File: src/rtl/rfdc_pkg.sv
`default_nettype none
// ----------------------------------------------------------------------------
// rfdc_pkg: shared types and functions for the radio frame descrambler
// Holds status codes, register indexes, the result record and the
// unrolled LFSR and CRC-16-CCITT step functions.
// ----------------------------------------------------------------------------
package rfdc_pkg;

    localparam int unsigned CfgIdxW = 2;

    localparam logic [7:0]  RstManufacturer = 8'd4;
    localparam logic [7:0]  RstProduct      = 8'd3;
    localparam logic [7:0]  RstSeedId       = 8'd242;

    localparam logic [15:0] LfsrTaps    = 16'hf5f5;
    localparam logic [7:0]  DescrMask   = 8'h5a;
    localparam logic [15:0] CrcPoly     = 16'h1021;
    localparam int unsigned LfsrShifts  = 5;
    localparam logic [7:0]  FirstPayPos = 8'd4;

    typedef enum logic [2:0] {
        ST_OK    = 3'd0,
        ST_SHORT = 3'd1,
        ST_MANUF = 3'd2,
        ST_PROD  = 3'd3,
        ST_CRC   = 3'd4
    } t_status;

    typedef enum logic [CfgIdxW-1:0] {
        CFG_MANUFACTURER = 2'd0,
        CFG_PRODUCT      = 2'd1,
        CFG_SEED_ID      = 2'd2
    } t_cfg_idx;

    typedef struct packed {
        logic [7:0] data_byte;
        logic [7:0] byte_index;
        logic       frame_last;
        t_status    frame_status;
    } t_result;

    typedef struct packed {
        logic [7:0] manufacturer;
        logic [7:0] product;
        logic [7:0] seed_id;
    } t_cfg;

    // five right shifts, folding in the taps when a one drops out
    function automatic logic [15:0] lfsr_advance(input logic [15:0] s_in);
        logic [15:0] s;
        s = s_in;
        for (int k = 0; k < LfsrShifts; k++) begin
            if (s[0]) begin
                s = (s >> 1) ^ LfsrTaps;
            end else begin
                s = s >> 1;
            end
        end
        return s;
    endfunction

    // one byte of CRC-16-CCITT, MSB first
    function automatic logic [15:0] crc_update(input logic [15:0] r_in,
                                               input logic [7:0]  b);
        logic [15:0] r;
        r = r_in ^ {b, 8'h00};
        for (int k = 0; k < 8; k++) begin
            if (r[15]) begin
                r = {r[14:0], 1'b0} ^ CrcPoly;
            end else begin
                r = {r[14:0], 1'b0};
            end
        end
        return r;
    endfunction

endpackage
`default_nettype wire

File: src/rtl/rfdc_in_if.sv
`default_nettype none
// ----------------------------------------------------------------------------
// rfdc_in_if: receive byte channel
// Valid/ready channel carrying one received byte and its frame start flag.
// ----------------------------------------------------------------------------
interface rfdc_in_if;
    logic       valid;
    logic       ready;
    logic [7:0] rx_byte;
    logic       frame_start;

    modport source (output valid, output rx_byte, output frame_start, input ready);
    modport sink   (input valid, input rx_byte, input frame_start, output ready);
endinterface
`default_nettype wire

File: src/rtl/rfdc_out_if.sv
`default_nettype none
// ----------------------------------------------------------------------------
// rfdc_out_if: result channel
// Valid/ready channel carrying one result word per frame byte.
// ----------------------------------------------------------------------------
interface rfdc_out_if;
    logic       valid;
    logic       ready;
    logic [7:0] data_byte;
    logic [7:0] byte_index;
    logic       frame_last;
    logic [2:0] frame_status;

    modport source (output valid, output data_byte, output byte_index,
                    output frame_last, output frame_status, input ready);
    modport sink   (input valid, input data_byte, input byte_index,
                    input frame_last, input frame_status, output ready);
endinterface
`default_nettype wire

File: src/rtl/radio_frame_descramble_check.sv
`default_nettype none
// ----------------------------------------------------------------------------
// radio_frame_descramble_check: frame descrambler with header and CRC check
// Tracks frames byte by byte, passes the header raw, descrambles the payload
// with a seeded LFSR and checks CRC-16-CCITT, reporting status on last byte.
// ----------------------------------------------------------------------------
//  channel | dir | handshake     | word
//  i_rx    | in  | valid/ready   | rx_byte[7:0], frame_start
//  o_res   | out | valid/ready   | data_byte, byte_index, frame_last, frame_status
//  i_cfg_* | in  | write enable  | i_cfg_idx[1:0], i_cfg_data[7:0]
//
//  One byte per cycle while the output register is free; a result appears in the
//  cycle after its byte is taken, held in the single output register behind the LFSR/CRC logic.
//  Input ready is high while the output register is empty or being drained.
//  Bytes that make no result are taken at full rate as well, under the same ready.
//  Reset is synchronous; config registers return to their default values.
// ----------------------------------------------------------------------------
module radio_frame_descramble_check (
    input  wire logic                          i_clk,
    input  wire logic                          i_rst_n,
    input  wire logic                          i_cfg_we,
    input  wire logic [rfdc_pkg::CfgIdxW-1:0]  i_cfg_idx,
    input  wire logic [7:0]                    i_cfg_data,
    rfdc_in_if.sink                            i_rx,
    rfdc_out_if.source                         o_res
);
    import rfdc_pkg::*;

    t_cfg    r_cfg;
    logic    accept;
    logic    core_valid;
    t_result core_res;
    logic    slot_free;
    logic    res_valid;
    t_result res;

    always_ff @(posedge i_clk) begin
        if (!i_rst_n) begin
            r_cfg <= '{manufacturer: RstManufacturer, product: RstProduct,
                       seed_id: RstSeedId};
        end else if (i_cfg_we) begin
            unique case (i_cfg_idx)
                CFG_MANUFACTURER: r_cfg.manufacturer <= i_cfg_data;
                CFG_PRODUCT:      r_cfg.product      <= i_cfg_data;
                CFG_SEED_ID:      r_cfg.seed_id      <= i_cfg_data;
                default: ;  // unmapped index: drop
            endcase
        end
    end

    assign i_rx.ready = slot_free;
    assign accept     = i_rx.valid && slot_free;

    rfdc_core u_core (
        .i_clk         (i_clk),
        .i_rst_n       (i_rst_n),
        .i_accept      (accept),
        .i_rx_byte     (i_rx.rx_byte),
        .i_frame_start (i_rx.frame_start),
        .i_cfg         (r_cfg),
        .o_res_valid   (core_valid),
        .o_res         (core_res)
    );

    rfdc_out_reg u_out_reg (
        .i_clk   (i_clk),
        .i_rst_n (i_rst_n),
        .i_load  (core_valid),
        .i_res   (core_res),
        .i_ready (o_res.ready),
        .o_free  (slot_free),
        .o_valid (res_valid),
        .o_res   (res)
    );

    assign o_res.valid        = res_valid;
    assign o_res.data_byte    = res.data_byte;
    assign o_res.byte_index   = res.byte_index;
    assign o_res.frame_last   = res.frame_last;
    assign o_res.frame_status = res.frame_status;

endmodule
`default_nettype wire

File: src/rtl/rfdc_core.sv
`default_nettype none
// ----------------------------------------------------------------------------
// rfdc_core: frame tracker, descrambler and CRC checker
// Holds the per-frame state and works out the result for each accepted byte.
// ----------------------------------------------------------------------------
module rfdc_core (
    input  wire logic             i_clk,
    input  wire logic             i_rst_n,
    input  wire logic             i_accept,
    input  wire logic [7:0]       i_rx_byte,
    input  wire logic             i_frame_start,
    input  wire rfdc_pkg::t_cfg   i_cfg,
    output logic                  o_res_valid,
    output rfdc_pkg::t_result     o_res
);
    import rfdc_pkg::*;

    logic [7:0]  r_pos,   n_pos;
    logic [7:0]  r_len,   n_len;
    logic [7:0]  r_seedh, n_seedh;
    logic [15:0] r_lfsr,  n_lfsr;
    logic [15:0] r_crc,   n_crc;
    t_status     r_herr,  n_herr;

    logic [15:0] lfsr_adv;
    logic [7:0]  descr;
    logic [7:0]  pos_inc;
    logic        in_frame;
    logic        last;

    assign lfsr_adv = lfsr_advance(r_lfsr);
    assign descr    = lfsr_adv[7:0] ^ i_rx_byte ^ DescrMask;
    assign pos_inc  = r_pos + 8'd1;
    assign in_frame = (r_pos < r_len);
    assign last     = (pos_inc == r_len);

    always_comb begin
        n_pos       = r_pos;
        n_len       = r_len;
        n_seedh     = r_seedh;
        n_lfsr      = r_lfsr;
        n_crc       = r_crc;
        n_herr      = r_herr;
        o_res_valid = 1'b0;
        o_res       = '{data_byte: i_rx_byte, byte_index: r_pos,
                        frame_last: 1'b0, frame_status: ST_OK};

        if (i_accept) begin
            if (i_frame_start) begin
                n_len  = i_rx_byte;
                n_pos  = '0;
                n_crc  = '0;
                n_herr = ST_OK;
                if (i_rx_byte == 8'd0) begin
                    o_res_valid = 1'b1;
                    o_res = '{data_byte: 8'd0, byte_index: 8'd0,
                              frame_last: 1'b1, frame_status: ST_SHORT};
                end
            end else if (in_frame) begin
                o_res_valid = 1'b1;
                n_pos       = pos_inc;
                unique case (r_pos)
                    8'd0: begin
                        if (i_rx_byte != i_cfg.manufacturer && r_herr == ST_OK)
                            n_herr = ST_MANUF;
                    end
                    8'd1: begin
                        if (i_rx_byte != i_cfg.product && r_herr == ST_OK)
                            n_herr = ST_PROD;
                    end
                    8'd2: begin
                        n_seedh = i_rx_byte;
                    end
                    8'd3: begin
                        n_lfsr = {i_cfg.seed_id ^ r_seedh, i_rx_byte};
                    end
                    default: begin
                        n_lfsr = lfsr_adv;
                        n_crc  = crc_update(r_crc, descr);
                        o_res.data_byte = descr;
                    end
                endcase

                if (last) begin
                    o_res.frame_last = 1'b1;
                    priority if (r_len < 8'd2)
                        o_res.frame_status = ST_SHORT;
                    else if (n_herr != ST_OK)
                        o_res.frame_status = n_herr;
                    else if (r_len < FirstPayPos)
                        o_res.frame_status = ST_SHORT;
                    else if (n_crc != 16'd0)
                        o_res.frame_status = ST_CRC;
                    else
                        o_res.frame_status = ST_OK;
                end
            end
        end
    end

    always_ff @(posedge i_clk) begin
        if (!i_rst_n) begin
            r_pos   <= '0;
            r_len   <= '0;
            r_seedh <= '0;
            r_lfsr  <= '0;
            r_crc   <= '0;
            r_herr  <= ST_OK;
        end else begin
            r_pos   <= n_pos;
            r_len   <= n_len;
            r_seedh <= n_seedh;
            r_lfsr  <= n_lfsr;
            r_crc   <= n_crc;
            r_herr  <= n_herr;
        end
    end

endmodule
`default_nettype wire

File: src/rtl/rfdc_out_reg.sv
`default_nettype none
// ----------------------------------------------------------------------------
// rfdc_out_reg: result output register
// Holds one result word and takes a new one whenever the slot frees up.
// ----------------------------------------------------------------------------
module rfdc_out_reg (
    input  wire logic              i_clk,
    input  wire logic              i_rst_n,
    input  wire logic              i_load,
    input  wire rfdc_pkg::t_result i_res,
    input  wire logic              i_ready,
    output logic                   o_free,
    output logic                   o_valid,
    output rfdc_pkg::t_result      o_res
);
    import rfdc_pkg::*;

    logic    r_valid, n_valid;
    t_result r_res;

    // slot is free when empty or being drained this cycle
    assign o_free  = !r_valid || i_ready;
    assign n_valid = i_load || (r_valid && !i_ready);
    assign o_valid = r_valid;
    assign o_res   = r_res;

    always_ff @(posedge i_clk) begin
        if (!i_rst_n) begin
            r_valid <= 1'b0;
        end else begin
            r_valid <= n_valid;
        end
    end

    always_ff @(posedge i_clk) begin
        if (i_load) begin
            r_res <= i_res;
        end
    end

endmodule
`default_nettype wire

File: src/flat_wrapper.sv
// flat-port wrapper written by rule: the top's interface ports become plain ports
module radio_frame_descramble_check_flat import rfdc_pkg::*;
  (i_clk, i_rst_n, i_cfg_we, i_cfg_idx, i_cfg_data, i_rx_valid, i_rx_rx_byte, i_rx_frame_start, i_rx_ready, o_res_valid, o_res_data_byte, o_res_byte_index, o_res_frame_last, o_res_frame_status, o_res_ready);
  rfdc_in_if i_rx_i ();
  rfdc_out_if o_res_i ();
  input  wire logic i_clk;
  input  wire logic i_rst_n;
  input  wire logic i_cfg_we;
  input  wire logic [rfdc_pkg::CfgIdxW-1:0] i_cfg_idx;
  input  wire logic [7:0] i_cfg_data;
  input wire logic [$bits(i_rx_i.valid)-1:0] i_rx_valid;
  input wire logic [$bits(i_rx_i.rx_byte)-1:0] i_rx_rx_byte;
  input wire logic [$bits(i_rx_i.frame_start)-1:0] i_rx_frame_start;
  output wire logic [$bits(i_rx_i.ready)-1:0] i_rx_ready;
  output wire logic [$bits(o_res_i.valid)-1:0] o_res_valid;
  output wire logic [$bits(o_res_i.data_byte)-1:0] o_res_data_byte;
  output wire logic [$bits(o_res_i.byte_index)-1:0] o_res_byte_index;
  output wire logic [$bits(o_res_i.frame_last)-1:0] o_res_frame_last;
  output wire logic [$bits(o_res_i.frame_status)-1:0] o_res_frame_status;
  input wire logic [$bits(o_res_i.ready)-1:0] o_res_ready;
  assign i_rx_i.valid = i_rx_valid;
  assign i_rx_i.rx_byte = i_rx_rx_byte;
  assign i_rx_i.frame_start = i_rx_frame_start;
  assign i_rx_ready = i_rx_i.ready;
  assign o_res_valid = o_res_i.valid;
  assign o_res_data_byte = o_res_i.data_byte;
  assign o_res_byte_index = o_res_i.byte_index;
  assign o_res_frame_last = o_res_i.frame_last;
  assign o_res_frame_status = o_res_i.frame_status;
  assign o_res_i.ready = o_res_ready;
  radio_frame_descramble_check u_core (.i_clk(i_clk), .i_rst_n(i_rst_n), .i_cfg_we(i_cfg_we), .i_cfg_idx(i_cfg_idx), .i_cfg_data(i_cfg_data), .i_rx(i_rx_i), .o_res(o_res_i));
endmodule
File: config.mk
export PLATFORM = sky130hd
export DESIGN_NAME = radio_frame_descramble_check_flat
export DESIGN_NICKNAME = d
export VERILOG_FILES = /design/src/rtl/rfdc_pkg.sv /design/src/rtl/rfdc_in_if.sv /design/src/rtl/rfdc_out_if.sv /design/src/rtl/radio_frame_descramble_check.sv /design/src/rtl/rfdc_core.sv /design/src/rtl/rfdc_out_reg.sv /design/src/flat_wrapper.sv
export SDC_FILE = /design/constraint.sdc
export NUM_CORES = 1
export LEC_CHECK = 0
export BUFFER_PORTS_ARGS = -buffer_cell sky130_fd_sc_hd__buf_4
export CELL_PAD_IN_SITES_DETAIL_PLACEMENT = 1
export CELL_PAD_IN_SITES_GLOBAL_PLACEMENT = 1
export CORE_MARGIN = 4
export CORE_UTILIZATION = 40
export DETAILED_ROUTE_END_ITERATION = 6
export PLACE_DENSITY = 0.69
export SYNTH_ARGS = -nofsm -noshare
export SYNTH_HDL_FRONTEND = slang
export SYNTH_SLANG_ARGS = --single-unit
File: constraint.sdc
create_clock -name i_clk -period 6.1 [get_ports i_clk]
set_input_delay 1.22 -clock i_clk [delete_from_list [all_inputs] [get_ports i_clk]]
set_output_delay 1.22 -clock i_clk [all_outputs]
set_load 0.01 [all_outputs]
==> flow_summary.yaml, run 1 <==
power_and_ir_drop:
  p_sw_frac: 0.256
  power_density_nw_per_um2: 242
  p_int_mw: 1.14
  vdd_drop_max_mv: 0.112
  pwr-share-comb: 0.137
  p_leak_nw: 2.36
  switching_power_uw: 392
  p_clk_frac: 0.383
  seq_power_share: 0.480
  p_total_mw: 1.53
synthesis:
  syn_area_sq_um: 5550
  yosysSeqAreaShare: 0.411
  synth_nets: 659
  ys_types: 46
  synth.avg_cell_area_sq_um: 8.92
  synth_edf_count: 20
  yosysWarnings: 0
  synth-main-ff-cell: "dfxtp_1"
  synthArstFlopShare: 0
  synthCells: 623
  ys_seq_elements: 104
routing:
  vias: 4406
  final_antenna_net_count: 0
  dr.pass1.iters: 4
  drcViolationCount: 0
  drt-initial-drc-count: 208
  vias_per_cell: 5.32
  postRouteWirelength_mm: 14.8
  wl_per_cell_um: 17.9
global_routing:
  antenna_found_initial: 0
  grt_pass1_wl_mm: 24.7
  track_usage: 0.194
  overflow: 0
  grt_max_degree: 63
  grt_pass1_vias: 4676
clocking:
  cts_sinks: 104
  cts_resized: 0
  cts_buffers: 9
  htree_levels: 3
  clkSlewWorstSetupHoldPaths_ns: 0.07
  cts-root-buf: "clkbuf_16"
  cts_buffer_depth: 2
  ctsHoldBuffers: 0
  cts_tree: "done"
  clk_latency_ns: 0.35
  postCtsSetupBuffers: 0
sta:
  fin_skew_ns: 0.00514
  relSlewSlack: 0.230
  fin_crit_sh: 0.542
  fmax_mhz: 302
  finalSetupTns_ns: 0
  maxSlewViolCount: 0
  worst_pin_slew_ns: 1.15
  final_hold_viol_count: 0
  worst_slack_ns: 2.79
  layout_min_cycle_time_ns: 3.31
  finalSetupViolCount: 0
  rsz0062_at_grt: "false"
die:
  core-area_sq_um: 13400
  die_w_um: 126
  num_rows: 42
  top_level_ports: 46
  start_util: 0.414
  die_area_sq_um: 15800
  die_h_um: 126
worst_setup_path:
  critPathMostFrequentCell: "nor2_1"
  cpPeakStageDelay_ns: 0.60
  worst_r2r_startpoint: "u_core.u_core.r_len[1]"
  critPathRequiredTime_ns: 6.08
  worstSetupPathType: "input port to register"
  worst_setup_path_start_kind: "input port"
  worstSetupEndpointType: "register"
  critPathSlowestCell: "inv_1"
  critPathMaxFanout: 20
  worstPathArrival_ns: 3.28
  startpoint: "o_res_ready"
  crit_chain: "buf_4, nand2b_1, nand2_1, or3_1, nor2_1, nor2_1, inv_1"
finish:
  register_area_sq_um: 2280
  area_growth_pct: 13.8
  mostFrequentLayoutCells: "dfxtp_1, nand2_1, nor2_1"
  multi_input_area_sq_um: 3090
  final_common_cell: "dfxtp_1"
  diodes: 0
  fin_nets: 683
  fill_cells: 1576
  final_area_sq_um: 6320
  drive_gt1_frac: 0.138
min_path:
  hold_path_class: "register to register"
  hp-start: "u_core.r_cfg[2]"
placed_design:
  port_buffers: 45
  placed_cell_area_sq_um: 6020
  place.gp.congestion: 0.894
  dp_hpwl_mm: 10.8
  dp_slack_ns: 2.39
run:
  maxCapViolations: 0
status:
  outcome: "complete, no violations"
-- final timing paths --
path | end | slack [ns] | depth (start not counted)
setup / recovery | u_core.u_out_reg.o_res[17] | 2.79 | 7
hold / removal | u_core.r_cfg[2] | 0.47 | 2
setup reg to reg | u_core.u_out_reg.o_res[17] | 2.88 | 10
hold reg to reg | u_core.r_cfg[2] | 0.47 | 2
-- worst max-delay path, delay by kind of cell --
family | cells | cell delay [ns]
simple gates | 5 | 1.37
buf+inv | 2 | 0.67
-- routing by layer --
layer / global-route usage / wire length [um] / up-vias
li1: - / - / 2152
met1: 0.255 / 6860 / 2161
met2: 0.327 / 7110 / 76
met3: 0.0313 / 585 / 17
met4: 0.0631 / 255 / 0
met5: 0 / 0 / -
-- kinds of logic after synthesis --
family | Yosys count | synth area share
adder cells (fa/ha/maj) | 12 | 0.0270
flip-flops | 104 | 0.411
AND/OR/NAND/NOR | 223 | 0.182
buffers and inverters | 50 | 0.0354
XOR/XNOR | 100 | 0.183
multiplexers | 33 | 0.0595
AO/OA/AOI/OAI | 101 | 0.103
-- final cells by class --
| class | instances | share of cell area |
|---|---|---|
| multi-input cells | 469 | 0.488 |
| flip-flops and latches | 104 | 0.361 |
| repair buffers | 51 | 0.0606 |
| clock buffers | 14 | 0.0465 |
| well taps | 176 | 0.0348 |
| inverters | 12 | 0.00713 |
| clock inverters | 2 | 0.00158 |
-- metrics by stage --
step	instances	utilization	hold slack (ns)
after floorplan	623	-	0.440
after global placement	812	0.449	0.452
after detailed placement	812	0.449	0.465
after CTS	828	0.472	0.475
after global routing	828	0.472	0.499
final	828	0.472	0.475
-- Yosys cell counts (2+ instances only) --
cell type | instances | area, sq um
nor3_1 | 10 | 50.1
dfxtp_1 | 84 | 1680
nand2_1 | 77 | 289
nor2b_1 | 8 | 50.1
mux2i_1 | 33 | 330
buf_1 | 4 | 15.0
nand2b_1 | 2 | 12.5
clkbuf_1 | 29 | 109
buf_2 | 3 | 15.0
a311oi_1 | 2 | 17.5
nand4_1 | 7 | 43.8
or3_1 | 4 | 25.0
nor4b_1 | 2 | 17.5
ha_1 | 12 | 150
o21ai_0 | 31 | 155
xor2_1 | 25 | 219
inv_1 | 12 | 45.0
or4_1 | 3 | 22.5
xnor2_2 | 10 | 163
nor4_1 | 7 | 43.8
a211oi_1 | 7 | 52.6
nor2_1 | 72 | 270
o31a_1 | 3 | 26.3
a21oi_1 | 46 | 230
a22oi_1 | 2 | 15.0
edfxtp_1 | 20 | 601
or2_2 | 4 | 25.0
a21o_1 | 2 | 15.0
nand3b_1 | 4 | 30.0
and3_1 | 3 | 18.8
a31oi_1 | 3 | 18.8
xnor2_4 | 2 | 55.1
nor3b_1 | 2 | 15.0
nand3_1 | 16 | 80.1
xnor2_1 | 61 | 534
-- power groups by stage --
stage / clock network [mW] / registers, mW / logic (mW)
floorplan: 0 / 0.749 / 0.143
global placement: 0 / 0.749 / 0.205
detailed placement: 0 / 0.750 / 0.210
CTS: 0.598 / 0.734 / 0.212
global route: 0.630 / 0.736 / 0.231
finish: 0.585 / 0.734 / 0.209
-- registers in the layout, summed over array words and instances (netlist names) --
name and flops:
u_core.u_out_reg.o_valid 1, u_core.r_cfg 24, u_core.u_core.r_herr 3, u_core.u_core.r_pos 8, u_core.u_core.r_len 8, u_core.u_core.r_lfsr 16
u_core.u_core.r_seedh 8, u_core.u_core.r_crc 16, u_core.u_out_reg.o_res 20
No activity file was read; power rests on OpenSTA's default activity.
==> run 2: changes to the inputs <==
--- a/config.mk
+++ b/config.mk
@@ -11,7 +11,7 @@
 export CORE_MARGIN = 4
 export CORE_UTILIZATION = 40
 export DETAILED_ROUTE_END_ITERATION = 6
-export PLACE_DENSITY = 0.69
+export PLACE_DENSITY = 0.72
 export SYNTH_ARGS = -nofsm -noshare
 export SYNTH_HDL_FRONTEND = slang
 export SYNTH_SLANG_ARGS = --single-unit
==> constraint.sdc (replaced) <==
create_clock -name i_clk -period 2.96 [get_ports i_clk]
set_input_delay 0.592 -clock i_clk [delete_from_list [all_inputs] [get_ports i_clk]]
set_output_delay 0.592 -clock i_clk [all_outputs]
set_load 0.01 [all_outputs]
==> flow_summary.yaml, run 2 (synthesis gave the netlist of run 1 again) <==
status:
  outcome: "complete, no violations"
clocking:
  htree_levels: 3
  cts_buffer_depth: 2
  cts_resized: 0
  cts_tree: "done"
  ctsHoldBuffers: 0
  clkSlewWorstSetupHoldPaths_ns: 0.07
  cts_buffers: 9
  cts_sinks: 104
  clk_latency_ns: 0.36
  postCtsSetupBuffers: 0
  cts-root-buf: "clkbuf_16"
finish:
  largest_reg_flops: 24
  area_growth_pct: 16.7
  fill_cells: 1572
  register_area_sq_um: 2280
  drive_gt1_frac: 0.164
  multi_input_area_sq_um: 3090
  final_common_cell: "dfxtp_1"
  fin_nets: 703
  finalNonFillerCells: 848
  mostFrequentLayoutCells: "dfxtp_1, nand2_1, nor2_1"
  top_register: "u_core.r_cfg"
  diodes: 0
  final_area_sq_um: 6480
min_path:
  hold_path_class: "input port to register"
  hp-start: "i_cfg_data[1]"
  whs_endpoint: "u_core.r_cfg[9]"
  hold_depth: 3
placed_design:
  placed_cell_area_sq_um: 6190
  dp_hpwl_mm: 11.6
  place.gp.congestion: 0.854
  port_buffers: 45
  place_inst: 832
routing:
  wl_per_cell_um: 18.3
  final_antenna_net_count: 0
  vias: 4518
  drcViolationCount: 0
  vias_per_cell: 5.33
  drt-initial-drc-count: 262
  dr.pass1.iters: 5
  postRouteWirelength_mm: 15.5
power_and_ir_drop:
  power_density_nw_per_um2: 488
  p_leak_nw: 2.46
  vdd_drop_max_mv: 0.275
global_routing:
  grt_pass1_vias: 4721
  grt_pass1_wl_mm: 25.2
  overflow: 0
  track_usage: 0.201
  grt_max_degree: 57
  antenna_found_initial: 0
worst_setup_path:
  worst_r2r_startpoint: "u_core.u_core.r_len[1]"
  worst_setup_path_start_kind: "register"
  r2r_cells: 12
  worstSetupPathType: "register to register"
  rr_endpoint: "u_core.u_core.r_crc[2]"
  worstPathArrival_ns: 2.94
  critPathRequiredTime_ns: 3.24
  ff2ff_setup_slack_ns: 0.30
  critPathMaxFanout: 16
  worstSetupEndpointType: "register"
  startpoint: "u_core.u_core.r_len[1]"
sta:
  maxSlewViolCount: 0
  worst_pin_slew_ns: 0.835
  fin_skew_ns: 0.00853
  finalSetupTns_ns: 0
  finalSetupViolCount: 0
  layout_min_cycle_time_ns: 2.66
  relSlewSlack: 0.443
  fmax_mhz: 376
  rsz0062_at_grt: "false"
  fin_crit_sh: 0.898
  final_hold_viol_count: 0
  hold_slack_ns: 0.468
run:
  maxCapViolations: 0
die:
  die_h_um: 126
  top_level_ports: 46
  start_util: 0.414
  core-area_sq_um: 13400
  die_w_um: 126
  die_area_sq_um: 15800
  num_rows: 42
## run 2: changes by cell type in the layout (fill, tap and decap cells not counted)
cell      delta
clkbuf_8     -3
buf_4       +18
buf_12       +2
clkinv_2     -1
inv_4        +2
inv_6        +2
## run 2: final cells by class
cell class	instances	share of cell area
inverter	12	0.00695
clock inverter	5	0.00541
clock buffer	11	0.0390
tap	176	0.0340
timing repair buffer	71	0.0861
multi-input combinational	469	0.476
sequential	104	0.352
## run 2: how the worst max path moves through the flow
stage,end,slack [ns],cells past startpoint
after floorplan,u_core.u_out_reg.o_res[0],0.10,5
after global placement,u_core.u_out_reg.o_res[2],0.33,5
after detailed placement,u_core.u_out_reg.o_res[2],0.25,9
after CTS,u_core.u_core.r_crc[2],0.28,12
after global routing,u_core.u_core.r_crc[2],0.07,12
final,u_core.u_core.r_crc[2],0.30,12
## run 2: layer usage
metal / GRT usage / vias to the layer above / share of wire
met2: 0.332 / 80 / 0.48
met5: 0 / - / 0
li1: - / 2185 / -
met3: 0.0351 / 32 / 0.032
met4: 0.0909 / 0 / 0.030
met1: 0.259 / 2221 / 0.46
## run 2: report_power, final
part           total, mW  switching (mW)  leakage, nW  internal, mW
Clock               1.18           0.560        0.147         0.623
Sequential          1.51          0.0292        0.868          1.48
Combinational      0.468           0.272         1.44         0.196
## run 2: stage by stage
stage / utilization / setup slack, ns / power, mW
detailed placement: 0.462 / 0.253 / 2.01
global route: 0.484 / 0.0664 / 3.30
global placement: 0.462 / 0.328 / 2.00
finish: 0.484 / 0.303 / 3.16
floorplan: - / 0.105 / 1.84
CTS: 0.484 / 0.279 / 3.19
## run 2: critical path: stages, from the launching register on
cell and delay (ns):
dfxtp_1 0.40, inv_1 0.06, ha_1 0.26, nor2b_1 0.12
o21ai_0 0.14, a21o_1 0.14, a21oi_1 0.06, o21a_1 0.18
buf_4 0.18, nor3_2 0.48, buf_4 0.32, nand2_1 0.07
a21oi_1 0.14
